<file path="config.mk">
export PLATFORM = sky130hd
export DESIGN_NAME = first_fit_resource_map_flat
export DESIGN_NICKNAME = d
export VERILOG_FILES = /design/src/hdl/ffrm_pkg.sv /design/src/hdl/ffrm_ifs.sv /design/src/hdl/ffrm_useq.sv /design/src/hdl/ffrm_dp.sv /design/src/hdl/first_fit_resource_map.sv /design/src/flat_wrapper.sv
export SDC_FILE = /design/constraint.sdc
export NUM_CORES = 2
export LEC_CHECK = 0
export ABC_CLOCK_PERIOD_IN_PS = 14700
export BUFFER_PORTS_ARGS = -buffer_cell sky130_fd_sc_hd__buf_2
export CAP_MARGIN = 30
export CORE_MARGIN = 3
export CORE_UTILIZATION = 60
export DETAILED_ROUTE_END_ITERATION = 16
export PLACE_DENSITY = 0.75
export SLEW_MARGIN = 20
export SYNTH_ARGS = -nofsm -noshare
export SYNTH_HDL_FRONTEND = slang
export SYNTH_HIERARCHICAL = 1
export SYNTH_SLANG_ARGS = --single-unit
</file>
<file path="constraint.sdc">
create_clock -name clk -period 14.7 [get_ports clk]
set_clock_uncertainty 0.1 [all_clocks]
set_input_delay 0.735 -clock clk [delete_from_list [all_inputs] [get_ports clk]]
set_output_delay 0.735 -clock clk [all_outputs]
set_load 0.03 [all_outputs]
</file>
<file path="src/hdl/ffrm_pkg.sv">
// ---------------------------------------------------------------------------
// ffrm_pkg
// types, constants and control store of the first fit resource map
// ---------------------------------------------------------------------------
package ffrm_pkg;

  localparam int MAP_ENTRIES = 64;
  localparam int ADDR_BITS   = 16;
  localparam int IDX_W       = $clog2(MAP_ENTRIES);
  localparam int CNT_W       = $clog2(MAP_ENTRIES + 1);

  typedef logic [ADDR_BITS-1:0] addr_t;
  typedef logic [ADDR_BITS:0]   addr_ext_t;
  typedef logic [CNT_W-1:0]     cnt_t;
  typedef logic [IDX_W-1:0]     idx_t;

  localparam addr_ext_t ADDR_TOP  = {1'b1, {ADDR_BITS{1'b0}}};
  localparam cnt_t      SLOTS_MAX = cnt_t'(MAP_ENTRIES);

  typedef enum logic {
    CMD_ALLOC = 1'b0,
    CMD_FREE  = 1'b1
  } cmd_t;

  typedef enum logic [1:0] {
    ST_DONE  = 2'd0,
    ST_NOFIT = 2'd1,
    ST_FULL  = 2'd2,
    ST_ZERO  = 2'd3
  } status_t;

  typedef struct packed {
    cmd_t  command;
    addr_t req_size;
    addr_t req_base;
  } req_t;

  typedef struct packed {
    addr_t   grant_base;
    status_t status;
    cnt_t    free_slots;
  } rsp_t;

  typedef struct packed {
    addr_t base;
    addr_t len;
  } ent_t;

  typedef enum logic [4:0] {
    OP_NOP,
    OP_LOAD,
    OP_READ_IDX,
    OP_READ_IDX_P1,
    OP_READ_PTR_M1,
    OP_SKIP,
    OP_PREV,
    OP_TRIM,
    OP_SHIFT_DN,
    OP_CNT_DEC,
    OP_ST_NOFIT,
    OP_ST_FULL,
    OP_ST_ZERO,
    OP_EVAL,
    OP_PTR_CNT,
    OP_SHIFT_UP,
    OP_PUT,
    OP_LOW_WR,
    OP_MERGE3,
    OP_UP_WR,
    OP_EMIT
  } op_t;

  typedef enum logic [3:0] {
    C_NEVER,
    C_ALWAYS,
    C_NO_ACCEPT,
    C_ZERO,
    C_FREE,
    C_IDX_END,
    C_NOT_FIT,
    C_LEN_NZ,
    C_LAST,
    C_BASE_LE,
    C_LOWER,
    C_UMERGE,
    C_FULL,
    C_PTR_AT_IDX,
    C_NOT_THREE,
    C_OUT_FREE
  } cond_t;

  typedef enum logic [4:0] {
    S_IDLE,
    S_DISP,
    S_DISP2,
    S_ASCAN,
    S_ACHECK,
    S_ATRIM,
    S_RM_LOOP,
    S_RM_WR,
    S_RM_END,
    S_NOFIT,
    S_FSCAN,
    S_FCHK,
    S_FEVAL,
    S_FD1,
    S_FD2,
    S_FD3,
    S_INS_SET,
    S_INS_LOOP,
    S_INS_WR,
    S_INS_PUT,
    S_FLOW,
    S_F3,
    S_FUP,
    S_FULL,
    S_ZERO,
    S_DONE,
    S_HOLD
  } step_t;

  typedef struct packed {
    op_t   op;
    cond_t cond;
    step_t target;
  } ctl_t;

  typedef struct packed {
    logic accept;
    logic zero;
    logic is_free;
    logic idx_end;
    logic not_fit;
    logic len_nz;
    logic last;
    logic base_le;
    logic lower;
    logic umerge;
    logic full;
    logic ptr_at_idx;
    logic not_three;
    logic out_free;
  } flags_t;

  function automatic ctl_t mk(input op_t op, input cond_t cond, input step_t target);
    ctl_t w;
    w.op     = op;
    w.cond   = cond;
    w.target = target;
    return w;
  endfunction

  // microprogram: op, jump condition, jump target
  function automatic ctl_t ucode_rom(input step_t s);
    ctl_t w;
    w = mk(OP_NOP, C_ALWAYS, S_IDLE);
    unique case (s)
      S_IDLE:     w = mk(OP_LOAD,        C_NO_ACCEPT,  S_IDLE);
      S_DISP:     w = mk(OP_NOP,         C_ZERO,       S_ZERO);
      S_DISP2:    w = mk(OP_NOP,         C_FREE,       S_FSCAN);
      S_ASCAN:    w = mk(OP_READ_IDX,    C_IDX_END,    S_NOFIT);
      S_ACHECK:   w = mk(OP_SKIP,        C_NOT_FIT,    S_ASCAN);
      S_ATRIM:    w = mk(OP_TRIM,        C_LEN_NZ,     S_DONE);
      S_RM_LOOP:  w = mk(OP_READ_IDX_P1, C_LAST,       S_RM_END);
      S_RM_WR:    w = mk(OP_SHIFT_DN,    C_ALWAYS,     S_RM_LOOP);
      S_RM_END:   w = mk(OP_CNT_DEC,     C_ALWAYS,     S_DONE);
      S_NOFIT:    w = mk(OP_ST_NOFIT,    C_ALWAYS,     S_DONE);
      S_FSCAN:    w = mk(OP_READ_IDX,    C_IDX_END,    S_FEVAL);
      S_FCHK:     w = mk(OP_PREV,        C_BASE_LE,    S_FSCAN);
      S_FEVAL:    w = mk(OP_EVAL,        C_NEVER,      S_IDLE);
      S_FD1:      w = mk(OP_NOP,         C_LOWER,      S_FLOW);
      S_FD2:      w = mk(OP_NOP,         C_UMERGE,     S_FUP);
      S_FD3:      w = mk(OP_NOP,         C_FULL,       S_FULL);
      S_INS_SET:  w = mk(OP_PTR_CNT,     C_NEVER,      S_IDLE);
      S_INS_LOOP: w = mk(OP_READ_PTR_M1, C_PTR_AT_IDX, S_INS_PUT);
      S_INS_WR:   w = mk(OP_SHIFT_UP,    C_ALWAYS,     S_INS_LOOP);
      S_INS_PUT:  w = mk(OP_PUT,         C_ALWAYS,     S_DONE);
      S_FLOW:     w = mk(OP_LOW_WR,      C_NOT_THREE,  S_DONE);
      S_F3:       w = mk(OP_MERGE3,      C_ALWAYS,     S_RM_LOOP);
      S_FUP:      w = mk(OP_UP_WR,       C_ALWAYS,     S_DONE);
      S_FULL:     w = mk(OP_ST_FULL,     C_ALWAYS,     S_DONE);
      S_ZERO:     w = mk(OP_ST_ZERO,     C_ALWAYS,     S_DONE);
      S_DONE:     w = mk(OP_EMIT,        C_OUT_FREE,   S_IDLE);
      S_HOLD:     w = mk(OP_NOP,         C_ALWAYS,     S_DONE);
      default:    w = mk(OP_NOP,         C_ALWAYS,     S_IDLE);
    endcase
    return w;
  endfunction

endpackage

</file>
<file path="src/hdl/ffrm_ifs.sv">
// ---------------------------------------------------------------------------
// ffrm channel interfaces
// valid/ready channels for request and response words
// ---------------------------------------------------------------------------
interface ffrm_req_if import ffrm_pkg::*; ();
  logic valid;
  logic ready;
  req_t data;

  modport source (output valid, output data, input ready);
  modport sink   (input valid, input data, output ready);
endinterface

interface ffrm_rsp_if import ffrm_pkg::*; ();
  logic valid;
  logic ready;
  rsp_t data;

  modport source (output valid, output data, input ready);
  modport sink   (input valid, input data, output ready);
endinterface

</file>
<file path="src/hdl/ffrm_useq.sv">
// ---------------------------------------------------------------------------
// ffrm_useq
// step counter, control store and conditional jump logic
// ---------------------------------------------------------------------------
module ffrm_useq import ffrm_pkg::*; (
  input  logic   clk,
  input  logic   rst_n,
  input  flags_t fl,
  output ctl_t   ctl
);

  step_t upc_r;
  step_t upc_nxt;
  logic  take;

  always_ff @(posedge clk) begin
    if (!rst_n) begin
      upc_r <= S_IDLE;
    end else begin
      upc_r <= upc_nxt;
    end
  end

  // next step
  always_comb begin
    unique case (ctl.cond)
      C_NEVER:      take = 1'b0;
      C_ALWAYS:     take = 1'b1;
      C_NO_ACCEPT:  take = !fl.accept;
      C_ZERO:       take = fl.zero;
      C_FREE:       take = fl.is_free;
      C_IDX_END:    take = fl.idx_end;
      C_NOT_FIT:    take = fl.not_fit;
      C_LEN_NZ:     take = fl.len_nz;
      C_LAST:       take = fl.last;
      C_BASE_LE:    take = fl.base_le;
      C_LOWER:      take = fl.lower;
      C_UMERGE:     take = fl.umerge;
      C_FULL:       take = fl.full;
      C_PTR_AT_IDX: take = fl.ptr_at_idx;
      C_NOT_THREE:  take = fl.not_three;
      C_OUT_FREE:   take = fl.out_free;
      default:      take = 1'b0;
    endcase
    upc_nxt = take ? ctl.target : step_t'(upc_r + 1'b1);
  end

  // control word
  always_comb begin
    ctl = ucode_rom(upc_r);
  end

endmodule

</file>
<file path="src/hdl/ffrm_dp.sv">
// ---------------------------------------------------------------------------
// ffrm_dp
// extent memory, scan pointers, merge arithmetic and response register
// ---------------------------------------------------------------------------
module ffrm_dp import ffrm_pkg::*; (
  input  logic              clk,
  input  logic              rst_n,
  input  ctl_t              ctl,
  output flags_t            fl,
  ffrm_req_if.sink          in_req,
  ffrm_rsp_if.source        out_rsp
);

  ent_t      mem [MAP_ENTRIES];
  ent_t      rd_r;

  // control state
  cnt_t      cnt_r;
  cnt_t      slots_r;
  logic      out_valid_r;

  // working registers
  cmd_t      cmd_r;
  addr_t     size_r;
  addr_t     base_r;
  addr_ext_t end_r;
  cnt_t      idx_r;
  cnt_t      ptr_r;
  addr_t     prev_base_r;
  addr_t     prev_len_r;
  addr_ext_t acc_r;
  logic      lower_r;
  logic      upper_r;
  logic      umerge_r;
  addr_t     grant_r;
  status_t   status_r;
  rsp_t      out_r;

  logic      rd_en;
  idx_t      rd_addr;
  logic      wr_en;
  idx_t      wr_addr;
  ent_t      wr_data;

  cnt_t      idx_p1;
  cnt_t      idx_m1;
  cnt_t      ptr_m1;
  addr_ext_t in_sum;
  addr_ext_t clip_diff;
  logic      in_over;
  addr_ext_t low_end;
  addr_ext_t low_sum;
  addr_ext_t up_sum;
  addr_ext_t sum3;
  logic      upper_now;
  logic      emit;

  assign idx_p1    = idx_r + 1'b1;
  assign idx_m1    = idx_r - 1'b1;
  assign ptr_m1    = ptr_r - 1'b1;
  assign in_sum    = {1'b0, in_req.data.req_base} + {1'b0, in_req.data.req_size};
  assign clip_diff = ADDR_TOP - {1'b0, in_req.data.req_base};
  assign in_over   = in_sum > ADDR_TOP;
  assign low_end   = {1'b0, prev_base_r} + {1'b0, prev_len_r};
  assign low_sum   = {1'b0, prev_len_r} + {1'b0, size_r};
  assign up_sum    = {1'b0, rd_r.len} + {1'b0, size_r};
  assign sum3      = {1'b0, acc_r[ADDR_BITS-1:0]} + {1'b0, rd_r.len};
  assign upper_now = (idx_r < cnt_r) && (end_r == {1'b0, rd_r.base});

  assign in_req.ready  = (ctl.op == OP_LOAD);
  assign out_rsp.valid = out_valid_r;
  assign out_rsp.data  = out_r;
  assign emit          = (ctl.op == OP_EMIT) && fl.out_free;

  always_comb begin
    fl.accept     = in_req.valid && in_req.ready;
    fl.zero       = (size_r == '0);
    fl.is_free    = (cmd_r == CMD_FREE);
    fl.idx_end    = (idx_r == cnt_r);
    fl.not_fit    = (rd_r.len < size_r);
    fl.len_nz     = (rd_r.len != size_r);
    fl.last       = (idx_p1 >= cnt_r);
    fl.base_le    = (rd_r.base <= base_r);
    fl.lower      = lower_r;
    fl.umerge     = umerge_r;
    fl.full       = (slots_r == '0);
    fl.ptr_at_idx = (ptr_r == idx_r);
    fl.not_three  = !(upper_r && !sum3[ADDR_BITS]);
    fl.out_free   = !out_valid_r || out_rsp.ready;
  end

  // memory port controls
  always_comb begin
    rd_en   = 1'b0;
    rd_addr = idx_r[IDX_W-1:0];
    wr_en   = 1'b0;
    wr_addr = idx_r[IDX_W-1:0];
    wr_data = rd_r;
    unique case (ctl.op)
      OP_READ_IDX: begin
        rd_en = 1'b1;
      end
      OP_READ_IDX_P1: begin
        rd_en   = 1'b1;
        rd_addr = idx_p1[IDX_W-1:0];
      end
      OP_READ_PTR_M1: begin
        rd_en   = 1'b1;
        rd_addr = ptr_m1[IDX_W-1:0];
      end
      OP_TRIM: begin
        wr_en        = 1'b1;
        wr_data.base = rd_r.base + size_r;
        wr_data.len  = rd_r.len - size_r;
      end
      OP_SHIFT_DN: begin
        wr_en = 1'b1;
      end
      OP_SHIFT_UP: begin
        wr_en   = 1'b1;
        wr_addr = ptr_r[IDX_W-1:0];
      end
      OP_PUT: begin
        wr_en        = 1'b1;
        wr_data.base = base_r;
        wr_data.len  = size_r;
      end
      OP_LOW_WR: begin
        wr_en        = 1'b1;
        wr_addr      = idx_m1[IDX_W-1:0];
        wr_data.base = prev_base_r;
        wr_data.len  = acc_r[ADDR_BITS-1:0];
      end
      OP_MERGE3: begin
        wr_en        = 1'b1;
        wr_addr      = idx_m1[IDX_W-1:0];
        wr_data.base = prev_base_r;
        wr_data.len  = sum3[ADDR_BITS-1:0];
      end
      OP_UP_WR: begin
        wr_en        = 1'b1;
        wr_data.base = base_r;
        wr_data.len  = up_sum[ADDR_BITS-1:0];
      end
      default: begin
      end
    endcase
  end

  // extent map
  always_ff @(posedge clk) begin
    if (wr_en) begin
      mem[wr_addr] <= wr_data;
    end
    if (rd_en) begin
      rd_r <= mem[rd_addr];
    end
  end

  always_ff @(posedge clk) begin
    if (!rst_n) begin
      cnt_r       <= '0;
      slots_r     <= SLOTS_MAX;
      out_valid_r <= 1'b0;
    end else begin
      if (ctl.op == OP_CNT_DEC) begin
        cnt_r   <= cnt_r - 1'b1;
        slots_r <= slots_r + 1'b1;
      end else if (ctl.op == OP_PUT) begin
        cnt_r   <= cnt_r + 1'b1;
        slots_r <= slots_r - 1'b1;
      end
      if (emit) begin
        out_valid_r <= 1'b1;
      end else if (out_rsp.ready) begin
        out_valid_r <= 1'b0;
      end
    end
  end

  always_ff @(posedge clk) begin
    unique case (ctl.op)
      OP_LOAD: begin
        if (fl.accept) begin
          cmd_r    <= in_req.data.command;
          base_r   <= in_req.data.req_base;
          size_r   <= (in_req.data.command == CMD_FREE && in_over)
                      ? clip_diff[ADDR_BITS-1:0] : in_req.data.req_size;
          end_r    <= in_over ? ADDR_TOP : in_sum;
          idx_r    <= '0;
          grant_r  <= '0;
          status_r <= ST_DONE;
        end
      end
      OP_SKIP: begin
        if (fl.not_fit) begin
          idx_r <= idx_p1;
        end
      end
      OP_PREV: begin
        if (fl.base_le) begin
          prev_base_r <= rd_r.base;
          prev_len_r  <= rd_r.len;
          idx_r       <= idx_p1;
        end
      end
      OP_TRIM:     grant_r  <= rd_r.base;
      OP_SHIFT_DN: idx_r    <= idx_p1;
      OP_ST_NOFIT: status_r <= ST_NOFIT;
      OP_ST_FULL:  status_r <= ST_FULL;
      OP_ST_ZERO:  status_r <= ST_ZERO;
      OP_EVAL: begin
        acc_r    <= low_sum;
        lower_r  <= (idx_r != '0) && (low_end == {1'b0, base_r}) && !low_sum[ADDR_BITS];
        upper_r  <= upper_now;
        umerge_r <= upper_now && !up_sum[ADDR_BITS];
      end
      OP_PTR_CNT:  ptr_r    <= cnt_r;
      OP_SHIFT_UP: ptr_r    <= ptr_m1;
      OP_EMIT: begin
        if (emit) begin
          out_r.grant_base <= grant_r;
          out_r.status     <= status_r;
          out_r.free_slots <= slots_r;
        end
      end
      default: begin
      end
    endcase
  end

endmodule

</file>
<file path="src/hdl/first_fit_resource_map.sv">
// ---------------------------------------------------------------------------
// first_fit_resource_map
// first fit allocator over a sorted map of free extents, microcoded
//
// channel   dir  word fields
// in_req    in   command, req_size, req_base
// out_rsp   out  grant_base, status, free_slots
//
// one request at a time; the map memory does one read or one write a step
// scans read then test each extent passed, moves read then write each entry shifted
// a finished response waits in its register while the next request is taken
// a second response holds the sequencer until the first word is taken
// reset empties the map at once; no clearing pass
// ---------------------------------------------------------------------------
module first_fit_resource_map import ffrm_pkg::*; (
  input  logic       clk,
  input  logic       rst_n,
  ffrm_req_if.sink   in_req,
  ffrm_rsp_if.source out_rsp
);

  ctl_t   ctl;
  flags_t fl;

  ffrm_useq u_useq (
    .clk   (clk),
    .rst_n (rst_n),
    .fl    (fl),
    .ctl   (ctl)
  );

  ffrm_dp u_dp (
    .clk     (clk),
    .rst_n   (rst_n),
    .ctl     (ctl),
    .fl      (fl),
    .in_req  (in_req),
    .out_rsp (out_rsp)
  );

endmodule

</file>
<file path="src/flat_wrapper.sv">
// flat-port wrapper written by rule: the top's interface ports become plain ports
module first_fit_resource_map_flat import ffrm_pkg::*;
  (clk, rst_n, in_req_valid, in_req_data, in_req_ready, out_rsp_valid, out_rsp_data, out_rsp_ready);
  ffrm_req_if in_req_i ();
  ffrm_rsp_if out_rsp_i ();
  input  logic clk;
  input  logic rst_n;
  input wire logic [$bits(in_req_i.valid)-1:0] in_req_valid;
  input wire logic [$bits(in_req_i.data)-1:0] in_req_data;
  output wire logic [$bits(in_req_i.ready)-1:0] in_req_ready;
  output wire logic [$bits(out_rsp_i.valid)-1:0] out_rsp_valid;
  output wire logic [$bits(out_rsp_i.data)-1:0] out_rsp_data;
  input wire logic [$bits(out_rsp_i.ready)-1:0] out_rsp_ready;
  assign in_req_i.valid = in_req_valid;
  assign in_req_i.data = in_req_data;
  assign in_req_ready = in_req_i.ready;
  assign out_rsp_valid = out_rsp_i.valid;
  assign out_rsp_data = out_rsp_i.data;
  assign out_rsp_i.ready = out_rsp_ready;
  first_fit_resource_map u_core (.clk(clk), .rst_n(rst_n), .in_req(in_req_i), .out_rsp(out_rsp_i));
endmodule
</file>
# [After elaboration in Yosys (flattened, before gate mapping)]
# Memory sizes are Yosys's and may differ from the RTL's. A register that Yosys moved wholly into a read port is not among the register bits.
# Cells that the tools add are included.
[totals] ff_bits=178 latchBits=0 mem_bits_rw=2048 romBits=448 in_bits=37 output_inout_bits=27 mem_count=2
[classes] add_sub_neg=16 n_mul=0 div=0 magnitude_cmp=5 eq_ne=43 n_shift=0 muxes=26 bitwise_logic=0 n_reduce_logical=34
[mem_list] name="u_core.u_dp.mem" depth=64 width=32 rd=1 rd_clocked_by_memory_dff=1 write_ports=1 line="ffrm_dp.sv:14" source="ent_t mem [MAP_ENTRIES];"
[mem_list] name="(name not given)" depth=32 width=14 rd=1 rd_clocked_by_memory_dff=1 write_ports=0 line="ffrm_pkg.sv:157" source="unique case (s)"
[ops] operator="one-hot mux 32 bit (5 select lines)" n=1
[ops] operator="adder 16 x 16 -> 17 bit" n=5
[ops] operator="two-way mux 7 bit" n=7
[ops] operator="equality test 5 x 4 -> 1 bit, second input constant" n=8
[ops] operator="equality test 17 x 16 -> 1 bit" n=2
[ops] operator="equality test 4 bit, second input constant" n=8
[ops] operator="two-way mux 16 bit" n=2
[ops] operator="one-hot mux 16 bit (2 select lines)" n=1
[ops] operator="one-hot mux 7 bit (4 select lines)" n=1
[ops] operator="equality test 5 bit, second input constant" n=5
[ops] operator="one-hot mux 6 bit (2 select lines)" n=2
[ops] operator="adder 7 x 1 -> 7 bit, second input constant" n=3
[ops] operator="subtractor 7 x 1 -> 7 bit, second input constant" n=3
[ops] operator="equality test 5 x 3 -> 1 bit, second input constant" n=4
[ops] operator="> comparator 17 bit, second input constant" n=1
[ops] operator="adder 16 bit" n=1
[ops] operator="equality test 4 x 3 -> 1 bit, second input constant" n=4
[ops] operator="less-or-equal comparator 16 bit" n=1
[ops] operator="logical NOT 16 bit" n=1
[ops] operator="less-than comparator 16 bit" n=1
[ops] operator="inequality test 16 bit" n=1
[ops] operator="one-hot mux 1 bit (16 select lines)" n=1
[ops] operator="subtractor 1 x 16 -> 16 bit, first input constant" n=1
[ops] operator="subtractor 16 bit" n=1
[ops] operator="28 further kinds" n=59

# [Depth between registers and ports, before layout]
[depth] ltp_word=7 ltp_mapped=23 mapped_depth_nobuf=22

# [Cells and area by module]
# The synthesis kept the hierarchy.
[modules_own_cells] module="ffrm_dp" n_inst=1 cells_each=7302 area_per_inst_um2=95550.4
[modules_own_cells] module="ffrm_useq" n_inst=1 cells_each=168 area_per_inst_um2=1447.6

# [Worst setup path before layout]
# OpenSTA, ideal clock, no wires.
[synth_timing] path_type="register to register" startpoint="reg u_core.u_dp.size_r[0]" endpoint="mem u_core/u_dp/mem[0][28] (netlist name), data pin" setup_time_ns=1.008 arrival_time_ns=5.885 required_time_ns=13.592 setup_slack_ns=7.706 stages_incl_launch_ff=11 path_cell_list="edfxtp_1 -> ha_1 -> fa_1 -> a21o_1 -> a21oi_1 -> nor2_1 -> o21a_1 -> o41ai_1 -> o21ai_0 -> o21ai_0 -> o311ai_0"
[synth_rtl] item="from (decl)" line="ffrm_dp.sv:24" source="addr_t size_r;"
[synth_rtl] item="from (signal assigned)" line="ffrm_dp.sv:187" source="size_r <= (in_req.data.command == CMD_FREE && in_over)"
[synth_rtl] item="to (decl)" line="ffrm_dp.sv:14"

# [Final worst setup path]
[layout_timing] startpoint="reg, netlist name u_core/u_useq/ctl[11]" endpoint="reg, netlist name u_core/u_dp/rd_r[23]"
[layout_via] elab_chain_len=3
[layout_lines] item="equality test 5 x 3 -> 1 bit / equality test 5 x 2 -> 1 bit (equally long branches)" line="ffrm_dp.sv:99" source="unique case (ctl.op)"
[layout_lines] item="OR reduction 3 bit (no line)"
[layout_lines] item="two-way mux 1 bit" line="ffrm_dp.sv:99"
# Several ways; a longest one is shown, not always the timed one.
# A chain may end at the register's enable or synchronous reset.

==> reports/results.txt <==
DR vias/cell: 6.63
WS Path Type: register to register
Fin cells: 9884
Least-Margin Pin Slew: 1190 ps
Mapped Nets: 7682
Sink Count: 2272
Switch share: 0.423
Fin crit share: 0.539
Part of the Yosys area used for sequential elements: 0.700
Final nets: 7748
Placed Area: 101000 µm²
# H-tree levels: 4
#FFs+latches synth: 2272
Post-layout min period: 7920 ps
Max Cap Violations: 0
Overflow left after global routing: 0
Post-CTS Resized: 0
Initial Utilization: 0.608
Setup_tns: 0 ps
Multi-input gate area: 27700 µm²
Max_slew headroom: 0.205
Initial antenna violation count: 19
Startpoint Class: register
Clock power frac: 0.210
Die Span Y: 408 µm
Final Cell Area: 107000 µm²
Mapped Cells: 7470
Critical path peak fanout: 146
Most common cell after layout, fill and taps aside: edfxtp_1
HP Class: input port to register
CTS tree: yes
Placed insts: 9449
Share of cells above drive strength 1: 0.0995
Site Rows: 146
Final Hold Viols: 0
Post-synth top area share: 0.693
Total Wirelength: 284000 µm
FF+latch area: 67900 µm²
First-pass GRT wire length: 413000 µm
Outcome: completed
Die width: 408 µm
Crit end category: register
CTS buffer count: 218
Internal power: 14.6 mW
Max VDD drop: 0.000329 V
Clock root cell: clkbuf_16
Dpl ws: 7050 ps
CP arrival: 8410 ps
Starting DRT DRC Count: 9956
Post-DRT Antenna Nets: 0
Area leader, netlist: edfxtp_1
Wirelength per Cell: 28.7 µm
Die Area: 167000 µm²
Total track usage: 0.336
Lkg Pwr: 37.2 nW
Vias in the first global route: 62400
# port buffers: 63
EDFF count, synth: 2238
DRT Pass-1 Iters: 7
Fmax: 126 MHz
Data required time of the critical path: 15190 ps
Clock tree buffer depth: 3
Clk Latency, worst-skew pair: 860 ps
Clock Pin Slew Worst Setup and Hold Paths: 60 ps
Vias: 65500
Combinational cell fraction of total power: 0.437
Slew Viols, Final: 0
Synth cell types: 88
Avg Inst Size Synth: 13.0 µm²
Area Overhead vs Synth: 10.7%
Final worst slack: 6780 ps
Drc violations: 0
Asr flop ratio synth: 0
Final setup violation count: 0
PD cells: 236 nW/µm²
Top FF cell, synth: edfxtp_1
RSZ-0062 raised after global routing: false
Netlist Area Pre-Place: 97000 µm²
Yosys Warn Count: 6
Switching power: 10.7 mW
Routability Congestion: 0.940
Sequential share of power: 0.353
Synth area leaders: edfxtp_1 69%, nand2_1 7.2%, nand3_1 3.4%
Most frequent cells in the layout: 2238 x edfxtp_1, 1865 x nand2_1, 666 x nand3_1, 219 x clkbuf_16, 209 x and3_1
HPWL after DPL: 158000 µm
Fillers: 10700
Core ar.: 159000 µm²
Pin count of the biggest net entering global routing: 173
IO Count: 64
[metal layers]
metal / up-vias / part of all wire / track usage
li1: 28000 / - / -
met1: 31900 / 0.36 / 0.446
met2: 4720 / 0.45 / 0.512
met3: 875 / 0.13 / 0.0904
met4: 8 / 0.062 / 0.178
met5: - / 0.00021 / 0
[synthesized netlist by cell type, types with 49 or more instances]
| master | n |
|---|---|
| edfxtp_1 | 2238 |
| nand2_1 | 1867 |
| nand3_1 | 668 |
| nor2_1 | 217 |
| and3_1 | 209 |
| a31oi_1 | 208 |
| clkbuf_1 | 190 |
| buf_2 | 168 |
| ha_1 | 166 |
| a21oi_1 | 160 |
| mux2i_1 | 110 |
| o21ai_0 | 94 |
| xnor2_1 | 94 |
| inv_1 | 92 |
| a22oi_1 | 56 |
| xor2_1 | 50 |
| buf_1 | 49 |
| mux4_2 | 49 |
[flip-flops by register name, indices dropped and copies added, names as in the netlist, 14 cells and up]
register                  count
u_core/u_dp/mem            2048
u_core/u_dp/rd_r             32
u_core/u_dp/out_rsp.data     25
u_core/u_dp/end_r            17
u_core/u_dp/acc_r            16
u_core/u_dp/base_r           16
u_core/u_dp/grant_r          16
u_core/u_dp/prev_base_r      16
u_core/u_dp/prev_len_r       16
u_core/u_dp/size_r           16
u_core/u_useq/ctl            14
[metrics by stage]
step / total power [mW] / util / hold slack [ps]
after floorplan: 15.7 / - / 300
after global placement: 19.4 / 0.630 / 305
after detailed placement: 19.7 / 0.631 / 305
after CTS: 25.0 / 0.673 / 2.08
after global routing: 26.3 / 0.673 / 30.5
final: 25.3 / 0.674 / 58.9
[power groups by stage]
stage	Combinational, mW	Clock, mW	Sequential [mW]
2_1_floorplan	6.71	0	8.99
3_3_place_gp	10.4	0	9.05
3_5_place_dp	10.6	0	9.06
4_1_cts	10.7	5.36	8.92
5_1_grt	11.7	5.63	8.95
6_report	11.1	5.32	8.95
[final timing paths]
kind | from | to | slack (ps) | cells past startpoint
max reg2reg | u_core/u_useq/ctl[11] | u_core/u_dp/rd_r[23] | 6780 | 13
min | in_req_data[4] | u_core/u_dp/base_r[4] | 60 | 1
max | u_core/u_useq/ctl[11] | u_core/u_dp/rd_r[23] | 6780 | 13
min reg2reg | u_core/u_dp/grant_r[1] | u_core/u_dp/out_rsp.data[10] | 320 | 0
[layout make-up]
type                    count  share of cell area
flip-flops and latches   2272               0.632
multi-input cells        4669               0.258
clock buffers             286              0.0534
well taps                2146              0.0250
repair buffers            281              0.0192
clock inverters           114             0.00875
inverters                  94             0.00328
diodes                     22            0.000512
[repair_timing]
item | CTS | global route
hold endpoints to repair | 5 | 0
setup buffers | 0 | 0
setup endpoints to repair | 0 | 0
hold buffers | 5 | 0
[critical path, stage by stage (launching register included)]
cell	delay, ps
dfxtp_1	570
nor3b_4	550
a22oi_2	380
a211oi_4	360
buf_12	550
buf_4	760
buf_4	820
buf_4	680
mux2i_1	270
mux2i_1	90
a32o_1	260
a221oi_1	830
o22ai_1	620
or3_1	520
[logic make-up (layout without fill, tap and decap cells)]
logic type / after synthesis / count (layout) / share of synthesized area
AOI/OAI and AO/OA: 919 / 919 / 0.0659
xor gates and xnor gates: 144 / 144 / 0.0130
adders and majority gates: 175 / 175 / 0.0233
buffers and inverters: 529 / 775 / 0.0241
DFF: 2272 / 2272 / 0.700
muxes: 185 / 185 / 0.0263
other: 0 / 22 / 0
and+or+nand+nor: 3246 / 3246 / 0.148
Note: power is estimated with default switching activity, not from simulation.
